<file path="src/hdl/conveyor_sort_station_controller_macros.svh">
// Assertion macros shared by the conveyor sort station controller modules.
`ifndef CONVEYOR_SORT_STATION_CONTROLLER_MACROS_SVH
`define CONVEYOR_SORT_STATION_CONTROLLER_MACROS_SVH

`ifndef SYNTH

// Same-cycle implication, checked on clk and disabled in reset.
`define CSC_ASSERT_IMP(lbl, ante, cons) \
  lbl: assert property (@(posedge clk) disable iff (rst) (ante) |-> (cons)) \
    else $error("csc assertion failed");

// Next-cycle implication, checked on clk and disabled in reset.
`define CSC_ASSERT_NXT(lbl, ante, cons) \
  lbl: assert property (@(posedge clk) disable iff (rst) (ante) |=> (cons)) \
    else $error("csc assertion failed");

`else

`define CSC_ASSERT_IMP(lbl, ante, cons)
`define CSC_ASSERT_NXT(lbl, ante, cons)

`endif

`endif

</file>
<file path="src/hdl/csc_pkg.sv">
// Types, codes and constants of the conveyor sort station controller.
`timescale 1ns / 1ps
`default_nettype none

package csc_pkg;

  // Controller modes.
  typedef enum logic [1:0] {
    MODE_IDLE  = 2'd0,
    MODE_RUN   = 2'd1,
    MODE_PROC  = 2'd2,
    MODE_FAULT = 2'd3
  } mode_t;

  // Fault codes.
  typedef enum logic [1:0] {
    FLT_NONE  = 2'd0,
    FLT_ESTOP = 2'd1,
    FLT_SERVO = 2'd2
  } fault_t;

  // Conveyor commands.
  typedef enum logic [1:0] {
    CMD_NONE = 2'd0,
    CMD_SET  = 2'd1,
    CMD_STOP = 2'd2
  } cmd_t;

  // Event bit positions.
  localparam int unsigned ESTOP_BIT  = 0;
  localparam int unsigned SERVO_BIT  = 1;
  localparam int unsigned RESET_BIT  = 2;
  localparam int unsigned STOP_BIT   = 3;
  localparam int unsigned START_BIT  = 4;
  localparam int unsigned DETECT_BIT = 5;
  localparam int unsigned DONE_BIT   = 6;
  localparam int unsigned CLEAR_BIT  = 7;

  localparam int unsigned EV_W  = 8;
  localparam int unsigned TS_W  = 32;
  localparam int unsigned LIM_W = 24;

  // Configuration port.
  localparam int unsigned CFG_IDX_W  = 3;
  localparam int unsigned CFG_DATA_W = 24;
  localparam logic [CFG_IDX_W-1:0] CFG_RUN_DUTY   = 3'd0;
  localparam logic [CFG_IDX_W-1:0] CFG_KICK_ANGLE = 3'd1;
  localparam logic [CFG_IDX_W-1:0] CFG_KICK_HOLD  = 3'd2;
  localparam logic [CFG_IDX_W-1:0] CFG_BLOCKED    = 3'd3;
  localparam logic [CFG_IDX_W-1:0] CFG_ACTUATOR   = 3'd4;

  // Register reset values.
  localparam logic [6:0]       RST_RUN_DUTY   = 7'd40;
  localparam logic [7:0]       RST_KICK_ANGLE = 8'd90;
  localparam logic [15:0]      RST_KICK_HOLD  = 16'd250;
  localparam logic [LIM_W-1:0] RST_BLOCKED    = 24'd10000;
  localparam logic [LIM_W-1:0] RST_ACTUATOR   = 24'd6000;

  // Stream widths.
  localparam int unsigned IN_DATA_W  = 48;
  localparam int unsigned OUT_DATA_W = 48;

  // Configuration register set.
  typedef struct packed {
    logic [6:0]       run_duty;
    logic [7:0]       kick_angle;
    logic [15:0]      kick_hold;
    logic [LIM_W-1:0] blocked_limit;
    logic [LIM_W-1:0] actuator_limit;
  } cfg_t;

  // One result item.
  typedef struct packed {
    logic             drive_enabled;
    logic [EV_W-1:0]  consumed_events;
    logic [15:0]      kick_hold_out;
    logic [7:0]       kick_angle_out;
    logic             kick_issue;
    logic [6:0]       conveyor_duty;
    cmd_t             conveyor_cmd;
    fault_t           fault_code;
    mode_t            mode;
  } result_t;

endpackage

`default_nettype wire

</file>
<file path="src/hdl/csc_cfg_regs.sv">
// Configuration registers of the conveyor sort station controller.
`timescale 1ns / 1ps
`default_nettype none

module csc_cfg_regs import csc_pkg::*; (
  input  wire logic                  clk,
  input  wire logic                  rst,
  input  wire logic                  cfg_wr_en,
  input  wire logic [CFG_IDX_W-1:0]  cfg_index,
  input  wire logic [CFG_DATA_W-1:0] cfg_data,
  output cfg_t                       cfg
);

  // Register writes; indexes beyond the list are ignored.
  always_ff @(posedge clk) begin
    if (rst) begin
      cfg.run_duty       <= RST_RUN_DUTY;
      cfg.kick_angle     <= RST_KICK_ANGLE;
      cfg.kick_hold      <= RST_KICK_HOLD;
      cfg.blocked_limit  <= RST_BLOCKED;
      cfg.actuator_limit <= RST_ACTUATOR;
    end else if (cfg_wr_en) begin
      case (cfg_index)
        CFG_RUN_DUTY:   cfg.run_duty       <= cfg_data[6:0];
        CFG_KICK_ANGLE: cfg.kick_angle     <= cfg_data[7:0];
        CFG_KICK_HOLD:  cfg.kick_hold      <= cfg_data[15:0];
        CFG_BLOCKED:    cfg.blocked_limit  <= cfg_data[LIM_W-1:0];
        CFG_ACTUATOR:   cfg.actuator_limit <= cfg_data[LIM_W-1:0];
        default: ;
      endcase
    end
  end

endmodule

`default_nettype wire

</file>
<file path="src/hdl/csc_step.sv">
// Controller state and the combinational step logic that updates it.
`timescale 1ns / 1ps
`default_nettype none

module csc_step import csc_pkg::*; (
  input  wire logic            clk,
  input  wire logic            rst,
  input  wire logic            step_en,
  input  wire logic [EV_W-1:0] new_events,
  input  wire logic [TS_W-1:0] now_ms,
  input  wire logic            sensor_present,
  input  wire cfg_t            cfg,
  output result_t              res
);

  `include "conveyor_sort_station_controller_macros.svh"

  // Controller state.
  logic [EV_W-1:0] pending;
  mode_t           mode_state;
  fault_t          fault_state;
  logic            interlock;
  logic [TS_W-1:0] detect_since;
  logic [TS_W-1:0] kick_sent;
  logic            done_latch;
  logic            clear_latch;

  logic [EV_W-1:0] pending_next;
  mode_t           mode_next;
  fault_t          fault_next;
  logic            interlock_next;
  logic [TS_W-1:0] detect_since_next;
  logic [TS_W-1:0] kick_sent_next;
  logic            done_latch_next;
  logic            clear_latch_next;

  logic [EV_W-1:0] ev;
  logic [EV_W-1:0] used;
  cmd_t            cmd;
  logic            kick;
  logic [TS_W-1:0] blocked_age;
  logic [TS_W-1:0] kick_age;
  logic            blocked_timeout;
  logic            kick_timeout;

  // Pending events merged with the newly raised ones.
  assign ev = pending | new_events;

  // Event handling in priority order.
  always_comb begin
    mode_next         = mode_state;
    fault_next        = fault_state;
    interlock_next    = interlock;
    detect_since_next = detect_since;
    kick_sent_next    = kick_sent;
    done_latch_next   = done_latch;
    clear_latch_next  = clear_latch;
    used              = '0;
    cmd               = CMD_NONE;
    kick              = 1'b0;
    blocked_age       = '0;
    kick_age          = '0;
    blocked_timeout   = 1'b0;
    kick_timeout      = 1'b0;

    if (mode_state == MODE_FAULT) begin
      cmd = CMD_STOP;
      if (ev[RESET_BIT]) begin
        interlock_next    = 1'b0;
        fault_next        = FLT_NONE;
        mode_next         = MODE_IDLE;
        used[RESET_BIT]   = 1'b1;
        detect_since_next = '0;
        kick_sent_next    = '0;
        done_latch_next   = 1'b0;
        clear_latch_next  = 1'b0;
      end else begin
        used            = ev;
        used[RESET_BIT] = 1'b0;
      end
    end else if (ev[ESTOP_BIT] || ev[SERVO_BIT]) begin
      interlock_next    = 1'b0;
      mode_next         = MODE_FAULT;
      cmd               = CMD_STOP;
      detect_since_next = '0;
      kick_sent_next    = '0;
      done_latch_next   = 1'b0;
      clear_latch_next  = 1'b0;
      if (ev[ESTOP_BIT]) begin
        fault_next      = FLT_ESTOP;
        used[ESTOP_BIT] = 1'b1;
      end else begin
        fault_next      = FLT_SERVO;
        used[SERVO_BIT] = 1'b1;
      end
    end else if (ev[RESET_BIT] || ev[STOP_BIT]) begin
      interlock_next    = 1'b0;
      mode_next         = MODE_IDLE;
      cmd               = CMD_STOP;
      detect_since_next = '0;
      kick_sent_next    = '0;
      done_latch_next   = 1'b0;
      clear_latch_next  = 1'b0;
      if (ev[RESET_BIT]) begin
        fault_next      = FLT_NONE;
        used[RESET_BIT] = 1'b1;
      end else begin
        used[STOP_BIT] = 1'b1;
      end
    end else if (ev[START_BIT] && (mode_state == MODE_IDLE)) begin
      interlock_next    = 1'b1;
      mode_next         = MODE_RUN;
      used[START_BIT]   = 1'b1;
      cmd               = CMD_SET;
      detect_since_next = '0;
      kick_sent_next    = '0;
      done_latch_next   = 1'b0;
      clear_latch_next  = 1'b0;
    end else if (ev[DETECT_BIT] && (mode_state == MODE_RUN)) begin
      mode_next         = MODE_PROC;
      used[DETECT_BIT]  = 1'b1;
      cmd               = CMD_STOP;
      kick              = 1'b1;
      detect_since_next = now_ms;
      kick_sent_next    = now_ms;
      done_latch_next   = 1'b0;
      clear_latch_next  = 1'b0;
    end else if (mode_state == MODE_PROC) begin
      // Latch done and clear, then let the sensor level override clear.
      if (ev[DONE_BIT]) begin
        used[DONE_BIT]  = 1'b1;
        done_latch_next = 1'b1;
      end
      if (ev[CLEAR_BIT]) begin
        used[CLEAR_BIT]   = 1'b1;
        clear_latch_next  = 1'b1;
        detect_since_next = '0;
      end
      if (sensor_present) begin
        clear_latch_next = 1'b0;
        if (detect_since_next == '0) begin
          detect_since_next = now_ms;
        end
      end
      // Elapsed times with wrapping subtraction, taken from the stamps as updated above.
      blocked_age     = now_ms - detect_since_next;
      kick_age        = now_ms - kick_sent;
      blocked_timeout = (detect_since_next != '0) && sensor_present &&
                        (blocked_age > {{(TS_W-LIM_W){1'b0}}, cfg.blocked_limit});
      kick_timeout    = (kick_sent != '0) && !done_latch_next &&
                        (kick_age > {{(TS_W-LIM_W){1'b0}}, cfg.actuator_limit});
      if (done_latch_next && clear_latch_next) begin
        if (interlock) begin
          mode_next = MODE_RUN;
          cmd       = CMD_SET;
        end else begin
          mode_next = MODE_IDLE;
          cmd       = CMD_STOP;
        end
        detect_since_next = '0;
        kick_sent_next    = '0;
        done_latch_next   = 1'b0;
        clear_latch_next  = 1'b0;
      end else if (blocked_timeout) begin
        mode_next         = MODE_FAULT;
        fault_next        = FLT_SERVO;
        detect_since_next = '0;
        kick_sent_next    = '0;
      end else if (kick_timeout) begin
        mode_next      = MODE_FAULT;
        fault_next     = FLT_SERVO;
        kick_sent_next = '0;
      end
    end

    pending_next = ev & ~used;
  end

  // Result fields for this step.
  always_comb begin
    res.mode            = mode_next;
    res.fault_code      = fault_next;
    res.conveyor_cmd    = cmd;
    res.conveyor_duty   = (cmd == CMD_SET) ? cfg.run_duty : '0;
    res.kick_issue      = kick;
    res.kick_angle_out  = kick ? cfg.kick_angle : '0;
    res.kick_hold_out   = kick ? cfg.kick_hold : '0;
    res.consumed_events = used;
    res.drive_enabled   = interlock_next;
  end

  // State update, one step per transfer.
  always_ff @(posedge clk) begin
    if (rst) begin
      pending      <= '0;
      mode_state   <= MODE_IDLE;
      fault_state  <= FLT_NONE;
      interlock    <= 1'b0;
      detect_since <= '0;
      kick_sent    <= '0;
      done_latch   <= 1'b0;
      clear_latch  <= 1'b0;
    end else if (step_en) begin
      pending      <= pending_next;
      mode_state   <= mode_next;
      fault_state  <= fault_next;
      interlock    <= interlock_next;
      detect_since <= detect_since_next;
      kick_sent    <= kick_sent_next;
      done_latch   <= done_latch_next;
      clear_latch  <= clear_latch_next;
    end
  end

  // Fault mode and a fault code always go together.
  `CSC_ASSERT_IMP(a_fault_pairs, 1'b1, (mode_state == MODE_FAULT) == (fault_state != FLT_NONE))
  // Only events that were pending or just raised can be consumed.
  `CSC_ASSERT_IMP(a_used_subset, step_en, (used & ~ev) == '0)
  // A kick is only issued on entry to processing with the conveyor stopped.
  `CSC_ASSERT_IMP(a_kick_entry, step_en && kick,
                  (mode_state == MODE_RUN) && (mode_next == MODE_PROC) && (cmd == CMD_STOP))
  // Consumed events leave the pending set at the next edge.
  `CSC_ASSERT_NXT(a_pending_cleared, step_en && (used != '0), (pending & $past(used)) == '0)

endmodule

`default_nettype wire

</file>
<file path="src/hdl/conveyor_sort_station_controller.sv">
// Top level of the conveyor sort station controller: stream stages and configuration.
// The controller takes one event item per clock while the result side is not stalling and
// returns one result item for each, registered first in the input register and then in the
// result register. The whole step, including both timeout subtract-and-compare paths,
// runs between those two registers, and the controller state closes its loop through
// that single step for each item. Stalls on the result side hold both stages in place.
`timescale 1ns / 1ps
`default_nettype none

module conveyor_sort_station_controller import csc_pkg::*; (
  input  wire logic                  clk,
  input  wire logic                  rst,
  // Input stream.
  input  wire logic                  s_tvalid,
  output logic                       s_tready,
  input  wire logic [IN_DATA_W-1:0]  s_tdata,   // new_events[7:0], now_ms[39:8], sensor_present[40]
  // Result stream.
  output logic                       m_tvalid,
  input  wire logic                  m_tready,
  output logic [OUT_DATA_W-1:0]      m_tdata,   // mode[1:0], fault_code[3:2], conveyor_cmd[5:4],
                                                // conveyor_duty[12:6], kick_issue[13],
                                                // kick_angle_out[21:14], kick_hold_out[37:22],
                                                // consumed_events[45:38], drive_enabled[46]
  // Configuration writes.
  input  wire logic                  cfg_wr_en,
  input  wire logic [CFG_IDX_W-1:0]  cfg_index,
  input  wire logic [CFG_DATA_W-1:0] cfg_data
);

  `include "conveyor_sort_station_controller_macros.svh"

  cfg_t            cfg;
  result_t         res;
  logic            in_valid;
  logic [EV_W-1:0] in_events;
  logic [TS_W-1:0] in_now;
  logic            in_present;
  logic            advance;
  logic            step_en;

  // The result register can take a new item when empty or being drained.
  assign advance  = !m_tvalid || m_tready;
  assign step_en  = in_valid && advance;
  assign s_tready = !in_valid || advance;

  // Input register.
  always_ff @(posedge clk) begin
    if (rst) begin
      in_valid <= 1'b0;
    end else if (s_tready) begin
      in_valid <= s_tvalid;
    end
  end

  always_ff @(posedge clk) begin
    if (s_tvalid && s_tready) begin
      in_events  <= s_tdata[7:0];
      in_now     <= s_tdata[39:8];
      in_present <= s_tdata[40];
    end
  end

  csc_cfg_regs u_cfg (
    .clk       (clk),
    .rst       (rst),
    .cfg_wr_en (cfg_wr_en),
    .cfg_index (cfg_index),
    .cfg_data  (cfg_data),
    .cfg       (cfg)
  );

  csc_step u_step (
    .clk            (clk),
    .rst            (rst),
    .step_en        (step_en),
    .new_events     (in_events),
    .now_ms         (in_now),
    .sensor_present (in_present),
    .cfg            (cfg),
    .res            (res)
  );

  // Result register.
  always_ff @(posedge clk) begin
    if (rst) begin
      m_tvalid <= 1'b0;
    end else if (advance) begin
      m_tvalid <= in_valid;
    end
  end

  always_ff @(posedge clk) begin
    if (step_en) begin
      m_tdata <= {1'b0, res};
    end
  end

  // A stepped item always shows up as a result in the next cycle.
  `CSC_ASSERT_NXT(a_step_to_result, step_en, m_tvalid)
  // The input stage never drops an item while the result side stalls.
  `CSC_ASSERT_NXT(a_hold_input, in_valid && !advance, in_valid)

endmodule

`default_nettype wire

</file>
<file path="config.mk">
export PLATFORM = sky130hd
export DESIGN_NAME = conveyor_sort_station_controller
export DESIGN_NICKNAME = d
export VERILOG_FILES = /design/src/hdl/csc_pkg.sv /design/src/hdl/csc_cfg_regs.sv /design/src/hdl/csc_step.sv /design/src/hdl/conveyor_sort_station_controller.sv
export VERILOG_INCLUDE_DIRS = /design/src /design/src/hdl
export SDC_FILE = /design/constraint.sdc
export NUM_CORES = 1
export LEC_CHECK = 0
export BUFFER_PORTS_ARGS = -buffer_cell sky130_fd_sc_hd__buf_2
export CORE_MARGIN = 4
export CORE_UTILIZATION = 44
export CTS_CLUSTER_DIAMETER = 60
export CTS_CLUSTER_SIZE = 28
export DETAILED_ROUTE_END_ITERATION = 10
export GPL_TIMING_DRIVEN = 0
export SYNTH_ARGS = -nofsm -noshare
export SYNTH_HDL_FRONTEND = slang
export SYNTH_HIERARCHICAL = 1
export SYNTH_SLANG_ARGS = --single-unit
</file>
<file path="constraint.sdc">
create_clock -name clk -period 5.8 [get_ports clk]
set_input_delay 1.16 -clock clk [delete_from_list [all_inputs] [get_ports clk]]
set_output_delay 1.16 -clock clk [all_outputs]
set_load 0.005 [all_outputs]
</file>
==> results.py <==
metrics = {
    "worst_setup_path": {
        "startpoint_type": "flip-flop",
        "cp-end-kind": "flip-flop",
        "required_ns": 6.30,
        "crit_slowest_cell": "or4b_4",
        "worst-setup-path-type": "reg2reg",
        "critPathMaxFanout": 10,
        "critical_path_arrival_ns": 7.16,
        "reg2reg_slack_ns": -0.86,
        "regToRegStartpoint": "u_step/detect_since[21]",
        "cpPeakStageDelay_ns": 0.51,
        "reg2reg_depth": 33,
        "reg2reg_to": "u_step/detect_since[18]",
    },
    "outcome": {
        "violations": "setup timing",
        "outcome": "finished with violations",
    },
    "clock_network": {
        "clockBufferDepth": 3,
        "clock_latency_ns": 0.59,
        "tritoncts": "yes",
        "cts_made_buffers": 27,
        "htreeDepth": 1,
        "clkTransAtPathRegs_ns": 0.08,
        "cts_hold_buf": 0,
        "cts_root_buffer": "clkbuf_16",
        "clock_sinks": 248,
    },
    "global_routing": {
        "grt_pass1_vias": 13800,
        "grt_pass1_wl_um": 77800,
        "grt_start_max_net_pins": 54,
        "overflow": 0,
        "antenna_found_initial": 0,
        "gr-usage-all-layers": 0.255,
    },
    "routing": {
        "routed_wl_um": 50700,
        "avgViaCountPerCell": 5.94,
        "drtIter0Drc": 1031,
        "route.vias.total": 14100,
        "route.detailed.drc": 0,
        "firstDrtPassIters": 6,
        "ant_nets": 0,
        "detail_route.wl_per_cell_um": 21.4,
    },
    "sta": {
        "fin_crit_sh": 1.15,
        "skew_ns": 0.0314,
        "min_period_ns": 6.66,
        "maxSlewViolCount": 0,
        "worst_slew_pin_slew_ns": 1.28,
        "hold_viol": 0,
        "setup_viol": 70,
        "max-slew-margin-rel": 0.127,
        "max_freq_mhz": 150,
        "setup_slack_ns": -0.864,
        "rsz0062_at_grt": "yes",
    },
    "yosys": {
        "synth-edff-count": 88,
        "ys_top_cells_by_area": "dfxtp_1, edfxtp_1, ha_1, mux2i_1, a21oi_1",
        "synth_nets": 1897,
        "synthArstFlopShare": 0,
        "syn_inst": 1710,
        "yosysTopAreaCell": "dfxtp_1",
        "syn_area_mm2": 0.0155,
        "synthFlopType": "dfxtp_1",
        "synth_top_area_share": 0.207,
        "syn_avg_cell_area_um2": 9.06,
        "ys_seq_area_frac": 0.378,
        "ys_seq_elements": 248,
        "yosysUniqueCellTypes": 95,
        "yosysWarnings": 6,
    },
    "hold_path": {
        "worstHoldStart": "u_step/clear_latch",
        "hp-class": "reg2reg",
        "whs_path_depth": 2,
        "whs_endpoint": "u_step/clear_latch",
    },
    "die": {
        "coreArea_mm2": 0.0346,
        "die_x_um": 196,
        "ios": 130,
        "die_y_um": 196,
        "num_rows": 68,
        "initial_core_util": 0.447,
        "die-area_mm2": 0.0383,
    },
    "layout": {
        "final_common_cell": "dfxtp_1",
        "area_delta_synth_final_pct": 19.7,
        "instances_no_fill": 2373,
        "num-nets-final": 2084,
        "diodes": 0,
        "nFillCells": 3259,
        "drive_above_1_share": 0.172,
        "fin_area_mm2": 0.0185,
        "fin_util": 0.535,
        "final_cell_mix": "dfxtp_1, buf_2, nor2_1",
    },
    "pwr": {
        "leakage_nw": 7.31,
        "peakVddDrop_mv": 0.269,
        "power_density_mw_per_mm2": 263,
    },
    "placed_design": {
        "place_inst": 2286,
        "port_buffers": 121,
        "placed_area_mm2": 0.0167,
        "gp_congestion": 0.944,
        "pre_cts_ws_ns": -1.79,
        "post-dp-hpwl_um": 38500,
    },
    "run": {
        "maxCapViolCount": 0,
    },
}
## where the power goes
part           total [mW]  switching [mW]  internal (mW)
clock                1.94           0.933           1.00
sequential           1.91          0.0580           1.85
combinational        1.03           0.622          0.409
total                4.88            1.61           3.26
## area by class of cell
type,count,area [µm²],area share
multi-input combinational,1272,9190,0.496
sequential,248,5860,0.316
timing repair buffer,161,1030,0.0557
clock buffer,27,676,0.0365
tap,455,569,0.0307
buffer,92,492,0.0265
clock inverter,23,362,0.0195
inverter,95,357,0.0192
## flip-flops by register name (all words and copies together) (netlist names)
| register | count |
|---|---|
| u_cfg/cfg | 79 |
| in_events | 8 |
| u_step/done_latch | 1 |
| in_valid | 1 |
| u_step/kick_sent | 32 |
| u_step/detect_since | 32 |
| u_step/fault_state | 2 |
| in_present | 1 |
| u_step/mode_state | 2 |
| u_step/pending | 8 |
| u_step/clear_latch | 1 |
| u_step/interlock | 1 |
| m_tdata | 47 |
| in_now | 32 |
| m_tvalid | 1 |
## through the flow
| step | hold slack [ns] | TNS [ns] | total power [mW] |
|---|---|---|---|
| global placement | 0.446 | -110.14 | 2.87 |
| detailed placement | 0.451 | -114.18 | 2.88 |
| CTS | 0.462 | -55.14 | 4.89 |
| global route | 0.493 | -70.69 | 5.11 |
| floorplan | 0.432 | -0.269 | 2.58 |
| finish | 0.465 | -54.93 | 4.88 |
## worst max-delay path by stage
stage / from / end / depth (start not counted) / slack (ns)
after global placement: u_step/detect_since[23] / m_tdata[2] / 28 / -1.74
after CTS: u_step/detect_since[26] / u_step/detect_since[14] / 34 / -0.86
after global routing: u_step/detect_since[23] / u_step/detect_since[18] / 34 / -1.09
after floorplan: u_step/detect_since[30] / u_step/mode_state[0] / 29 / -0.03
after detailed placement: u_step/detect_since[23] / m_tdata[2] / 28 / -1.79
final: u_step/detect_since[21] / u_step/detect_since[18] / 33 / -0.86
## synthesized netlist by cell type, drive strengths merged, types with 14 or more instances
master,n
clkbuf,62
nand3,32
nor3,32
a32o,38
o21ai,65
xnor2,32
or3,36
nand2,97
and2,15
ha,106
o211ai,18
nor2b,14
a21oi,131
o21a,15
dfxtp,160
nand4,32
inv,94
buf,33
mux2i,83
edfxtp,88
a21o,21
a22oi,53
nor4,26
xor2,22
and3,32
nor2,138
nand2b,94
## metal layers
metal  part of all wire  wire [µm]  GRT usage
met5                  0          0          0
met4              0.037       1900     0.0861
met3              0.065       3280     0.0390
met2               0.46      23400      0.423
met1               0.44      22100      0.342
## critical path, delay by kind of cell, from the launching register on
family	cells	cell delay, ns
buffers and inverters	7	0.94
AOI/OAI and AO/OA	13	2.10
adders and majority gates	3	0.65
DFF	1	0.35
and+or+nand+nor	9	2.45
xor gates and xnor gates	1	0.09
## kinds of logic after synthesis
group | Yosys count | synth area share
buffers and inverters | 190 | 0.0507
other | 1 | 0.000242
XOR/XNOR | 54 | 0.0305
adder cells (fa/ha/maj) | 107 | 0.0869
flip-flops | 248 | 0.378
AO/OA/AOI/OAI | 446 | 0.201
multiplexers | 86 | 0.0558
AND/OR/NAND/NOR | 578 | 0.197
## repair_timing
action	4_1_cts	5_1_grt
setup endpoints to repair	70	70
pin swaps	58	23
gates resized for setup	55	29
cloned	2	2
setup buffers	29	7
Note: power is estimated with default switching activity, not from simulation.
